<file path="src/design/qecs_pkg.sv">
package qecs_pkg;

    // default channel count and field widths
    localparam int CHANNELS_DEF = 3;
    localparam int CH_FIELD_W   = 2;
    localparam int POS_W        = 32;
    localparam int TIME_W       = 32;
    localparam int SPEED_W      = 24;
    localparam int INTERVAL_W   = 16;
    localparam int CFG_DATA_W   = 16;
    localparam int CFG_INDEX_W  = 1;

    // register reset values
    localparam logic                  TABLE_MODE_RST   = 1'b1;
    localparam logic [INTERVAL_W-1:0] MIN_INTERVAL_RST = 16'd25;

    // register indexes
    localparam logic [CFG_INDEX_W-1:0] CFG_TABLE_MODE   = 1'b0;
    localparam logic [CFG_INDEX_W-1:0] CFG_MIN_INTERVAL = 1'b1;

    // speed divider: one quotient bit per step
    localparam int DIV_STEPS = 24;
    localparam int DIV_CNT_W = 5;

    // function codes
    localparam logic FUNC_SAMPLE = 1'b0;
    localparam logic FUNC_POLL   = 1'b1;

    typedef enum logic [2:0] {
        S_IDLE,
        S_CALC,
        S_PREP,
        S_DIV,
        S_WB
    } state_t;

    // controller to datapath
    typedef struct packed {
        logic capture;
        logic calc_load;
        logic prep;
        logic div_step;
        logic commit;
    } ctrl_cmd_t;

    // datapath to controller
    typedef struct packed {
        logic poll_upd;
        logic out_free;
    } dp_status_t;

endpackage

</file>
<file path="src/design/qecs_if.sv">
interface qecs_in_if;
    logic                            valid;
    logic                            ready;
    logic                            func;
    logic [qecs_pkg::CH_FIELD_W-1:0] channel;
    logic                            sig_a;
    logic                            sig_b;
    logic [qecs_pkg::TIME_W-1:0]     time_ms;

    modport source (output valid, func, channel, sig_a, sig_b, time_ms, input ready);
    modport sink   (input valid, func, channel, sig_a, sig_b, time_ms, output ready);
endinterface

interface qecs_out_if;
    logic                               valid;
    logic                               ready;
    logic [qecs_pkg::CH_FIELD_W-1:0]    out_channel;
    logic signed [qecs_pkg::POS_W-1:0]  position;
    logic signed [qecs_pkg::SPEED_W-1:0] speed;
    logic                               speed_updated;

    modport source (output valid, out_channel, position, speed, speed_updated, input ready);
    modport sink   (input valid, out_channel, position, speed, speed_updated, output ready);
endinterface

</file>
<file path="src/design/qecs_ctrl.sv">
module qecs_ctrl (
    input  logic                   clk,
    input  logic                   rst_n,
    input  logic                   in_valid,
    output logic                   in_ready,
    input  qecs_pkg::dp_status_t   status,
    output qecs_pkg::ctrl_cmd_t    cmd
);

    localparam logic [qecs_pkg::DIV_CNT_W-1:0] DIV_LAST =
        qecs_pkg::DIV_CNT_W'(qecs_pkg::DIV_STEPS - 1);

    qecs_pkg::state_t                 state_reg, state_next;
    logic [qecs_pkg::DIV_CNT_W-1:0]   cnt_reg, cnt_next;

    // state and step counter
    always_ff @(posedge clk or negedge rst_n)
    begin
        if (!rst_n)
        begin
            state_reg <= qecs_pkg::S_IDLE;
            cnt_reg   <= '0;
        end
        else
        begin
            state_reg <= state_next;
            cnt_reg   <= cnt_next;
        end
    end

    // next state and commands
    always_comb
    begin
        state_next = state_reg;
        cnt_next   = cnt_reg;
        cmd        = '0;
        in_ready   = 1'b0;
        unique case (state_reg)
            qecs_pkg::S_IDLE:
            begin
                in_ready = 1'b1;
                if (in_valid)
                begin
                    cmd.capture = 1'b1;
                    state_next  = qecs_pkg::S_CALC;
                end
            end
            qecs_pkg::S_CALC:
            begin
                cmd.calc_load = 1'b1;
                state_next    = status.poll_upd ? qecs_pkg::S_PREP : qecs_pkg::S_WB;
            end
            qecs_pkg::S_PREP:
            begin
                cmd.prep   = 1'b1;
                cnt_next   = DIV_LAST;
                state_next = qecs_pkg::S_DIV;
            end
            qecs_pkg::S_DIV:
            begin
                cmd.div_step = 1'b1;
                if (cnt_reg == '0)
                    state_next = qecs_pkg::S_WB;
                else
                    cnt_next = cnt_reg - 1'b1;
            end
            qecs_pkg::S_WB:
            begin
                // hold until the output register can take the result
                if (status.out_free)
                begin
                    cmd.commit = 1'b1;
                    state_next = qecs_pkg::S_IDLE;
                end
            end
            default:
            begin
                state_next = qecs_pkg::S_IDLE;
            end
        endcase
    end

`ifndef SYNTHESIS
    a_accept_calc: assert property (@(posedge clk) disable iff (!rst_n)
        (in_valid && in_ready) |=> (state_reg == qecs_pkg::S_CALC))
        else $error("accepted request did not move to calc");
    a_commit_free: assert property (@(posedge clk) disable iff (!rst_n)
        cmd.commit |-> status.out_free)
        else $error("commit while output register busy");
    a_div_len: assert property (@(posedge clk) disable iff (!rst_n)
        (state_reg == qecs_pkg::S_PREP) |=> (cnt_reg == DIV_LAST))
        else $error("divider step count not loaded");
`endif

endmodule

</file>
<file path="src/design/qecs_datapath.sv">
module qecs_datapath #(
    parameter int CHANNELS = qecs_pkg::CHANNELS_DEF
) (
    input  logic                                clk,
    input  logic                                rst_n,
    // configuration writes
    input  logic                                wr_en,
    input  logic [qecs_pkg::CFG_INDEX_W-1:0]    wr_index,
    input  logic [qecs_pkg::CFG_DATA_W-1:0]     wr_data,
    // request payload
    input  logic                                in_func,
    input  logic [qecs_pkg::CH_FIELD_W-1:0]     in_channel,
    input  logic                                in_sig_a,
    input  logic                                in_sig_b,
    input  logic [qecs_pkg::TIME_W-1:0]         in_time_ms,
    // result register
    output logic                                out_valid,
    input  logic                                out_ready,
    output logic [qecs_pkg::CH_FIELD_W-1:0]     out_channel,
    output logic signed [qecs_pkg::POS_W-1:0]   out_position,
    output logic signed [qecs_pkg::SPEED_W-1:0] out_speed,
    output logic                                out_speed_updated,
    // control
    input  qecs_pkg::ctrl_cmd_t                 cmd,
    output qecs_pkg::dp_status_t                status
);

    localparam int CW = (CHANNELS > 1) ? $clog2(CHANNELS) : 1;
    localparam int PW = qecs_pkg::POS_W;
    localparam int TW = qecs_pkg::TIME_W;
    localparam int SW = qecs_pkg::SPEED_W;
    localparam int IW = qecs_pkg::INTERVAL_W;
    localparam int HW = PW - qecs_pkg::DIV_STEPS + 8;   // dividend bits above the quotient
    localparam logic [SW-1:0] SPEED_MAX = {1'b0, {(SW-1){1'b1}}};
    localparam logic [SW-1:0] SPEED_MIN = {1'b1, {(SW-1){1'b0}}};

    typedef enum logic [1:0] {
        STEP_NONE,
        STEP_UP,
        STEP_DOWN
    } step_t;

    // count step for an (old, new) phase pair
    function automatic step_t phase_step(input logic mode, input logic [1:0] old_ph,
                                         input logic [1:0] new_ph);
        step_t s;
        s = STEP_NONE;
        if (mode)
        begin
            case ({old_ph, new_ph}) inside
                4'b0001, 4'b0111, 4'b1011, 4'b1101: s = STEP_UP;
                4'b0010, 4'b1110, 4'b1000, 4'b0100: s = STEP_DOWN;
                default:                            s = STEP_NONE;
            endcase
        end
        else
        begin
            case ({old_ph, new_ph}) inside
                4'b0001, 4'b0110, 4'b1011, 4'b1100: s = STEP_UP;
                4'b0011, 4'b0100, 4'b1001, 4'b1110: s = STEP_DOWN;
                default:                            s = STEP_NONE;
            endcase
        end
        return s;
    endfunction

    // configuration
    logic          table_mode_reg;
    logic [IW-1:0] min_int_reg;

    // per-channel state
    logic [1:0]    last_phase_reg [CHANNELS];
    logic [PW-1:0] pulse_reg      [CHANNELS];
    logic [PW-1:0] cnt_last_reg   [CHANNELS];
    logic [TW-1:0] time_last_reg  [CHANNELS];
    logic [SW-1:0] held_reg       [CHANNELS];

    // captured request
    logic                            func_reg;
    logic [qecs_pkg::CH_FIELD_W-1:0] ch_reg;
    logic                            a_reg;
    logic                            b_reg;
    logic [TW-1:0]                   time_reg;

    // speed working registers
    logic [TW-1:0] elapsed_reg;
    logic [PW-1:0] delta_reg;
    logic          upd_reg;
    logic          neg_reg;
    logic          sat_reg;
    logic [TW-1:0] rem_reg;
    logic [qecs_pkg::DIV_STEPS-1:0] dq_reg;

    // result register
    logic                            out_valid_reg;
    logic [qecs_pkg::CH_FIELD_W-1:0] out_ch_reg;
    logic [PW-1:0]                   out_pos_reg;
    logic [SW-1:0]                   out_spd_reg;
    logic                            out_upd_reg;

    logic [CW-1:0] idx;
    logic          in_range;
    logic [TW-1:0] elapsed;
    logic          need_upd;
    logic [PW-1:0] mag;
    logic [TW:0]   trial;
    logic          trial_ge;
    logic [1:0]    phase;
    step_t         step;
    logic [PW-1:0] pulse_new;
    logic [SW-1:0] spd_new;
    logic [SW-1:0] q_neg;

    assign idx      = CW'(ch_reg);
    assign in_range = (32'(ch_reg) < CHANNELS);

    // poll interval check
    assign elapsed  = time_reg - time_last_reg[idx];
    assign need_upd = elapsed > TW'(min_int_reg);

    // magnitude of count change, divider step
    assign mag      = delta_reg[PW-1] ? (~delta_reg + 1'b1) : delta_reg;
    assign trial    = {rem_reg, dq_reg[qecs_pkg::DIV_STEPS-1]};
    assign trial_ge = trial >= {1'b0, elapsed_reg};

    // sample: phase decode and count step
    assign phase = a_reg ? (b_reg ? 2'd2 : 2'd1) : (b_reg ? 2'd3 : 2'd0);
    assign step  = (phase != last_phase_reg[idx])
                 ? phase_step(table_mode_reg, last_phase_reg[idx], phase) : STEP_NONE;

    always_comb
    begin
        pulse_new = pulse_reg[idx];
        if (step == STEP_UP)
            pulse_new = pulse_reg[idx] + 1'b1;
        else if (step == STEP_DOWN)
            pulse_new = pulse_reg[idx] - 1'b1;
    end

    // quotient to saturated signed speed
    assign q_neg = ~dq_reg + 1'b1;
    always_comb
    begin
        if (neg_reg)
            spd_new = (sat_reg || dq_reg > SPEED_MIN) ? SPEED_MIN : q_neg;
        else
            spd_new = (sat_reg || dq_reg[SW-1]) ? SPEED_MAX : dq_reg;
    end

    assign status.poll_upd = in_range && (func_reg == qecs_pkg::FUNC_POLL) && need_upd;
    assign status.out_free = !out_valid_reg || out_ready;

    // configuration registers
    always_ff @(posedge clk or negedge rst_n)
    begin
        if (!rst_n)
        begin
            table_mode_reg <= qecs_pkg::TABLE_MODE_RST;
            min_int_reg    <= qecs_pkg::MIN_INTERVAL_RST;
        end
        else if (wr_en)
        begin
            if (wr_index == qecs_pkg::CFG_TABLE_MODE)
                table_mode_reg <= wr_data[0];
            else if (wr_index == qecs_pkg::CFG_MIN_INTERVAL)
                min_int_reg <= wr_data[IW-1:0];
        end
    end

    // channel state write-back
    always_ff @(posedge clk or negedge rst_n)
    begin
        if (!rst_n)
        begin
            for (int i = 0; i < CHANNELS; i++)
            begin
                last_phase_reg[i] <= '0;
                pulse_reg[i]      <= '0;
                cnt_last_reg[i]   <= '0;
                time_last_reg[i]  <= '0;
                held_reg[i]       <= '0;
            end
        end
        else if (cmd.commit && in_range)
        begin
            if (func_reg == qecs_pkg::FUNC_SAMPLE)
            begin
                last_phase_reg[idx] <= phase;
                pulse_reg[idx]      <= pulse_new;
            end
            else if (upd_reg)
            begin
                held_reg[idx]      <= spd_new;
                time_last_reg[idx] <= time_reg;
                cnt_last_reg[idx]  <= pulse_reg[idx];
            end
        end
    end

    // request capture and speed datapath
    always_ff @(posedge clk)
    begin
        if (cmd.capture)
        begin
            func_reg <= in_func;
            ch_reg   <= in_channel;
            a_reg    <= in_sig_a;
            b_reg    <= in_sig_b;
            time_reg <= in_time_ms;
        end
        if (cmd.calc_load)
        begin
            elapsed_reg <= elapsed;
            delta_reg   <= pulse_reg[idx] - cnt_last_reg[idx];
            upd_reg     <= status.poll_upd;
        end
        if (cmd.prep)
        begin
            // quotient overflows the speed width when the upper dividend
            // bits already reach the divisor
            neg_reg <= delta_reg[PW-1];
            sat_reg <= TW'(mag[PW-1 -: HW]) >= elapsed_reg;
            rem_reg <= TW'(mag[PW-1 -: HW]);
            dq_reg  <= {mag[PW-HW-1:0], 8'h00};
        end
        if (cmd.div_step)
        begin
            rem_reg <= trial_ge ? TW'(trial - {1'b0, elapsed_reg}) : trial[TW-1:0];
            dq_reg  <= {dq_reg[qecs_pkg::DIV_STEPS-2:0], trial_ge};
        end
    end

    // output register valid
    always_ff @(posedge clk or negedge rst_n)
    begin
        if (!rst_n)
            out_valid_reg <= 1'b0;
        else if (cmd.commit)
            out_valid_reg <= 1'b1;
        else if (out_ready)
            out_valid_reg <= 1'b0;
    end

    // output register payload
    always_ff @(posedge clk)
    begin
        if (cmd.commit)
        begin
            out_ch_reg <= ch_reg;
            if (!in_range)
            begin
                out_pos_reg <= '0;
                out_spd_reg <= '0;
                out_upd_reg <= 1'b0;
            end
            else if (func_reg == qecs_pkg::FUNC_SAMPLE)
            begin
                out_pos_reg <= pulse_new;
                out_spd_reg <= held_reg[idx];
                out_upd_reg <= 1'b0;
            end
            else
            begin
                out_pos_reg <= pulse_reg[idx];
                out_spd_reg <= upd_reg ? spd_new : held_reg[idx];
                out_upd_reg <= upd_reg;
            end
        end
    end

    assign out_valid         = out_valid_reg;
    assign out_channel       = out_ch_reg;
    assign out_position      = $signed(out_pos_reg);
    assign out_speed         = $signed(out_spd_reg);
    assign out_speed_updated = out_upd_reg;

`ifndef SYNTHESIS
    a_commit_valid: assert property (@(posedge clk) disable iff (!rst_n)
        cmd.commit |=> out_valid_reg)
        else $error("result not presented after commit");
    a_upd_in_range: assert property (@(posedge clk) disable iff (!rst_n)
        (cmd.commit && upd_reg) |-> (in_range && func_reg == qecs_pkg::FUNC_POLL))
        else $error("speed update on sample or unknown channel");
    // remainder is bounded only when the quotient fits the speed width
    a_rem_bound: assert property (@(posedge clk) disable iff (!rst_n)
        (cmd.div_step && !sat_reg) |=> (rem_reg < elapsed_reg))
        else $error("divider remainder out of range");
`endif

endmodule

</file>
<file path="src/design/quadrature_encoder_counter_speed_unit.sv">
// Quadrature encoder counter with speed estimate, for up to CHANNELS encoders.
// A sample request (func 0) updates the channel's phase and 32-bit position
// from its A/B levels; a poll request (func 1) carries the ms time and, once
// more than min_interval_ms has passed since the last update, recomputes the
// held speed (counts per ms, signed Q15.8, saturated). Every request returns
// one result with the channel's position and held speed. One request is in
// work at a time; a poll that updates runs the restoring divider, which yields
// one quotient bit per cycle. The result sits in an output register, so the
// next request is taken while a result waits; write-back of a finished request
// stalls only while that register is still full.
// Registers: index 0 table_mode (reset 1), index 1 min_interval_ms (reset 25).
module quadrature_encoder_counter_speed_unit #(
    parameter int CHANNELS = qecs_pkg::CHANNELS_DEF
) (
    input  logic                             clk,
    input  logic                             rst_n,
    input  logic                             wr_en,
    input  logic [qecs_pkg::CFG_INDEX_W-1:0] wr_index,
    input  logic [qecs_pkg::CFG_DATA_W-1:0]  wr_data,
    qecs_in_if.sink                          sample,
    qecs_out_if.source                       result
);

    qecs_pkg::ctrl_cmd_t  cmd;
    qecs_pkg::dp_status_t status;

    qecs_ctrl u_ctrl (
        .clk      (clk),
        .rst_n    (rst_n),
        .in_valid (sample.valid),
        .in_ready (sample.ready),
        .status   (status),
        .cmd      (cmd)
    );

    qecs_datapath #(
        .CHANNELS (CHANNELS)
    ) u_datapath (
        .clk               (clk),
        .rst_n             (rst_n),
        .wr_en             (wr_en),
        .wr_index          (wr_index),
        .wr_data           (wr_data),
        .in_func           (sample.func),
        .in_channel        (sample.channel),
        .in_sig_a          (sample.sig_a),
        .in_sig_b          (sample.sig_b),
        .in_time_ms        (sample.time_ms),
        .out_valid         (result.valid),
        .out_ready         (result.ready),
        .out_channel       (result.out_channel),
        .out_position      (result.position),
        .out_speed         (result.speed),
        .out_speed_updated (result.speed_updated),
        .cmd               (cmd),
        .status            (status)
    );

endmodule

</file>
<file path="src/flat_wrapper.sv">
// flat-port wrapper written by rule: the top's interface ports become plain ports
module quadrature_encoder_counter_speed_unit_flat 
#(
    parameter int CHANNELS = qecs_pkg::CHANNELS_DEF
)
  (clk, rst_n, wr_en, wr_index, wr_data, sample_valid, sample_func, sample_channel, sample_sig_a, sample_sig_b, sample_time_ms, sample_ready, result_valid, result_out_channel, result_position, result_speed, result_speed_updated, result_ready);
  qecs_in_if sample_i ();
  qecs_out_if result_i ();
  input  logic clk;
  input  logic rst_n;
  input  logic wr_en;
  input  logic [qecs_pkg::CFG_INDEX_W-1:0] wr_index;
  input  logic [qecs_pkg::CFG_DATA_W-1:0] wr_data;
  input wire logic [$bits(sample_i.valid)-1:0] sample_valid;
  input wire logic [$bits(sample_i.func)-1:0] sample_func;
  input wire logic [$bits(sample_i.channel)-1:0] sample_channel;
  input wire logic [$bits(sample_i.sig_a)-1:0] sample_sig_a;
  input wire logic [$bits(sample_i.sig_b)-1:0] sample_sig_b;
  input wire logic [$bits(sample_i.time_ms)-1:0] sample_time_ms;
  output wire logic [$bits(sample_i.ready)-1:0] sample_ready;
  output wire logic [$bits(result_i.valid)-1:0] result_valid;
  output wire logic [$bits(result_i.out_channel)-1:0] result_out_channel;
  output wire logic [$bits(result_i.position)-1:0] result_position;
  output wire logic [$bits(result_i.speed)-1:0] result_speed;
  output wire logic [$bits(result_i.speed_updated)-1:0] result_speed_updated;
  input wire logic [$bits(result_i.ready)-1:0] result_ready;
  assign sample_i.valid = sample_valid;
  assign sample_i.func = sample_func;
  assign sample_i.channel = sample_channel;
  assign sample_i.sig_a = sample_sig_a;
  assign sample_i.sig_b = sample_sig_b;
  assign sample_i.time_ms = sample_time_ms;
  assign sample_ready = sample_i.ready;
  assign result_valid = result_i.valid;
  assign result_out_channel = result_i.out_channel;
  assign result_position = result_i.position;
  assign result_speed = result_i.speed;
  assign result_speed_updated = result_i.speed_updated;
  assign result_i.ready = result_ready;
  quadrature_encoder_counter_speed_unit #(.CHANNELS(CHANNELS)) u_core (.clk(clk), .rst_n(rst_n), .wr_en(wr_en), .wr_index(wr_index), .wr_data(wr_data), .sample(sample_i), .result(result_i));
endmodule
</file>
<file path="config.mk">
export PLATFORM = sky130hd
export DESIGN_NAME = quadrature_encoder_counter_speed_unit_flat
export DESIGN_NICKNAME = d
export VERILOG_FILES = /design/src/design/qecs_pkg.sv /design/src/design/qecs_if.sv /design/src/design/qecs_ctrl.sv /design/src/design/qecs_datapath.sv /design/src/design/quadrature_encoder_counter_speed_unit.sv /design/src/flat_wrapper.sv
export SDC_FILE = /design/constraint.sdc
export NUM_CORES = 1
export LEC_CHECK = 0
export BUFFER_PORTS_ARGS = -buffer_cell sky130_fd_sc_hd__buf_2
export CAP_MARGIN = 20
export CORE_MARGIN = 3
export CORE_UTILIZATION = 60
export DETAILED_ROUTE_END_ITERATION = 6
export PLACE_DENSITY_LB_ADDON = 0.3
export SYNTH_ARGS = -nofsm -noshare
export SYNTH_HDL_FRONTEND = slang
export SYNTH_SLANG_ARGS = --single-unit
export TNS_END_PERCENT = 5
</file>
<file path="constraint.sdc">
create_clock -name clk -period 8.02 [get_ports clk]
set_clock_uncertainty 0.15 [all_clocks]
set_input_delay 0.802 -clock clk [delete_from_list [all_inputs] [get_ports clk]]
set_output_delay 0.802 -clock clk [all_outputs]
set_load 0.01 [all_outputs]
</file>
==> run metrics <==
status=complete, but fails checks; violated checks=design-rule violations; total gr overflow=0; reg-to-reg slack, setup=1.01 ns; Critical Path End Type=register; Layout Area Growth over Synthesis=10.2%; fin. max-slew vios=0; post-synthesis simple-gate area fraction=between 10% and 20%; post-route setup slack=1.01 ns; WS Path Type=register to register; slowest CP cell=edfxtp_1; Clock Tree Root=clkbuf_16; Final Hold Violating Endpoints=0; DR pass1 iterations=7; CP Launch Type=register; diode count=0; largest net degree at the start of global routing=~170; cells resized by post-CTS repair=0; CTS tree=done; P_leak=approximately 16 nW; I/O Buffers=119; sequential share of power=about a third; worst-margin pin slew=~1.1 ns; Via density=approximately 6.2; detailed-route via count=approximately 26,000; CP Max Fanout=33; mux share of post-synthesis cell area=approximately 8.5%; share of layout cells above drive strength 1=a little over an eighth; reg2reg end=u_core.u_datapath.upd_reg$_DFFE_PN_; flops & latches, synth=a little over 600; placed wire-length estimate=~59,000 um; DP Area=between 30,000 and 40,000 um2; Pint=0.00917 W; crit path buf inv count=0; die height=approximately 240 um; slew margin rel.=26.3%; Clock Sinks=slightly above 600; Syn Nets=between 3,000 and 4,000; Power Total=0.0154 W; Max rail drop VDD=232 uV; post-synthesis xor/xnor area fraction=under 10%; CP cell instances=nor2b_4 > a21oi_1 > ha_1 > a21oi_1 > nand2b_1 > o21a_1 > or2_2 > a21oi_1 > o21bai_1 > xor2_1 > ha_1 > nand4_1 > or2_2 > or3_1 > a2111oi_0 > nor4bb_1 > nand4b_1 > and3_1; Cell Pwr Density=approximately 420 nW/um2; Logic pwr share=about 46%; area of the multi-input gates=15,800 um2; Die Wd=approximately 240 um; Mapped Cells=between 3,000 and 4,000; antenna violations before repair=0; Fill cells=4,144; first-pass GRT wire length=roughly 140,000 um; Detailed Route WL=a little under 90,000 um; Total Routing Usage GR=around 30%; post-route cell area=~37,000 um2; clock slew at reported path FFs=around 0.06 ns; Synth Cell Area=~33,000 um2; final setup violation count=0; switching pwr=0.00624 W; Num CTS Buffers=66; Fmax achieved=about 0.14 GHz; number of flops mapped to enable cells by yosys=~220; Req. time, crit path=just over 8 ns; synth top area cells=dfrtp_1, edfxtp_1, o21ai_0; combinational family with the most area after synthesis=compound AO/OA/AOI/OAI gates; max-cap viol count=0; Routed Antenna Nets=0; adder-cell share of the synthesized area=5.29%; htree depth=3; Sw Ratio=between 40 and 50%; storage element area=16,400 um2; period utilization=between 80 and 90%; io pins=120; drt drc=2; Inst Count DP=between 4,000 and 5,000; Compound-Gate Fraction of Synth Area=between 10% and 20%; Worst EP arrival=7.21 ns; DR iter-0 viols=2,169; die area=about 58,000 um2; slowest cell delay on critical path=between 0.9 and 1 ns; Final GP Congestion=between 0.9 and 1; Hold Path Class=input port to async pin; number of global-route vias before repair=about 26,000; synth unique cells=93; cell repeated most along the worst path=a21oi_1; setup repair bufs after CTS=0; core area=54,300 um2; Syn Area/Cell=slightly above 10 um2; Std-Cell Rows=85; WL/cell=around 21 um; post-synthesis sequential area ratio=between 40% and 50%; CTS Hold Bufs=0; nets=3,555; Max Buffers Root-to-Sink=3; Primary FF master, synth=dfrtp_1; Setup Total Neg Slack=0 ns; RSZ-0062 raised after global routing=no; pre-CTS setup slack=~1.1 ns; asr flop ratio synth=approximately 64%; worst-skew pair later-pin latency=0.61 ns; Commonest cells post-synth=dfrtp_1, nand2_1, o21ai_0; crit-path leading delay family=simple AND/OR/NAND/NOR gates; Ys Warns=0; cells on worst reg2reg path=18; worst r2r src=u_core.u_datapath.ch_reg[1]$_DFFE_PP_; count leader, synth=dfrtp_1; Clk pwr share=between 20% and 30%; Synth top area share=29.1%; Tmin final=7.01 ns; cell taking the most area after synthesis=dfrtp_1; Initial Util=61.3%; Post-Layout Cell Count=approximately 4,100
worst max path at each step:
stage,start,end,slack (ns),depth (start not counted)
finish,u_core.u_datapath.ch_reg[1]$_DFFE_PP_,u_core.u_datapath.upd_reg$_DFFE_PN_,1.01,18
detailed placement,u_core.u_datapath.ch_reg[1]$_DFFE_PP_,u_core.u_datapath.upd_reg$_DFFE_PN_,1.06,18
global route,u_core.u_datapath.ch_reg[1]$_DFFE_PP_,u_core.u_datapath.upd_reg$_DFFE_PN_,0.51,20
floorplan,u_core.u_ctrl.state_reg[0]$_DFFE_PN0P_,u_core.u_ctrl.state_reg[1]$_DFFE_PN0P_,1.79,3
global placement,u_core.u_datapath.ch_reg[1]$_DFFE_PP_,u_core.u_datapath.upd_reg$_DFFE_PN_,1.29,18
CTS,u_core.u_datapath.ch_reg[1]$_DFFE_PP_,u_core.u_datapath.upd_reg$_DFFE_PN_,1.03,18
layout make-up:
type	count	area share, %
clock buffers	85	5.03
well taps	739	2.52
multi-input cells	2392	43.0
flip-flops and latches	611	44.6
repair buffers	153	2.51
inverters	133	1.36
clock inverters	36	0.930
placed cells by master, fill, tap and decap left out, drive strengths merged, types with 20 or more instances in the layout:
master and n:
a21o 63, a21oi 258, a221oi 28, and3 20, buf 153, clkbuf 85, clkinv 25, dfrtp 388
edfxtp 219, ha 136, inv 137, mux2 132, mux2i 134, nand2 376, nand2b 27, nand3 40
nand4 28, nor2 257, nor2b 22, nor3 50, nor4 27, o21a 21, o21ai 350, o22a 20
o31ai 23, xnor2 109, xor2 49
layer usage:
metal / routed length (um) / GRT usage (%) / share of wire, %
met4: 3600 / 12.2 / 4.1
met2: 42200 / 49.5 / 48
met3: 5010 / 4.25 / 5.7
met5: 0 / 0 / 0
met1: 36500 / 39.4 / 42
metrics by stage:
stage	hold WS (ns)	util (%)
global route	0.103	67.6
detailed placement	0.316	63.5
CTS	0.0831	67.5
global placement	0.306	63.5
floorplan	0.274	-
finish	0.0372	67.6
kinds of logic (layout without fill, tap and decap cells):
logic type,Yosys count,in the layout
AOI/OAI and AO/OA,908,908
buffers and inverters,297,407
DFF,611,611
muxes,266,266
and+or+nand+nor,921,921
xor gates and xnor gates,158,158
adders and majority gates,139,139
power by group through the flow:
stage          Combinational, W  Clock [W]  Sequential [W]
6_report                0.00710    0.00308         0.00523
5_1_grt                 0.00785    0.00326         0.00533
4_1_cts                 0.00703    0.00312         0.00521
3_5_place_dp            0.00696          0         0.00525
3_3_place_gp            0.00674          0         0.00520
2_1_floorplan           0.00527          0         0.00506
worst reg2reg max path: stages, from the launching register on:
cell	delay, ns
edfxtp_1	0.93
nor2b_4	0.90
a21oi_1	0.18
ha_1	0.38
a21oi_1	0.32
nand2b_1	0.13
o21a_1	0.21
or2_2	0.32
a21oi_1	0.16
o21bai_1	0.09
xor2_1	0.16
ha_1	0.31
nand4_1	0.12
or2_2	0.32
or3_1	0.37
a2111oi_0	0.88
nor4bb_1	0.37
nand4b_1	0.23
and3_1	0.23
Power figures use the tool's default switching activity.
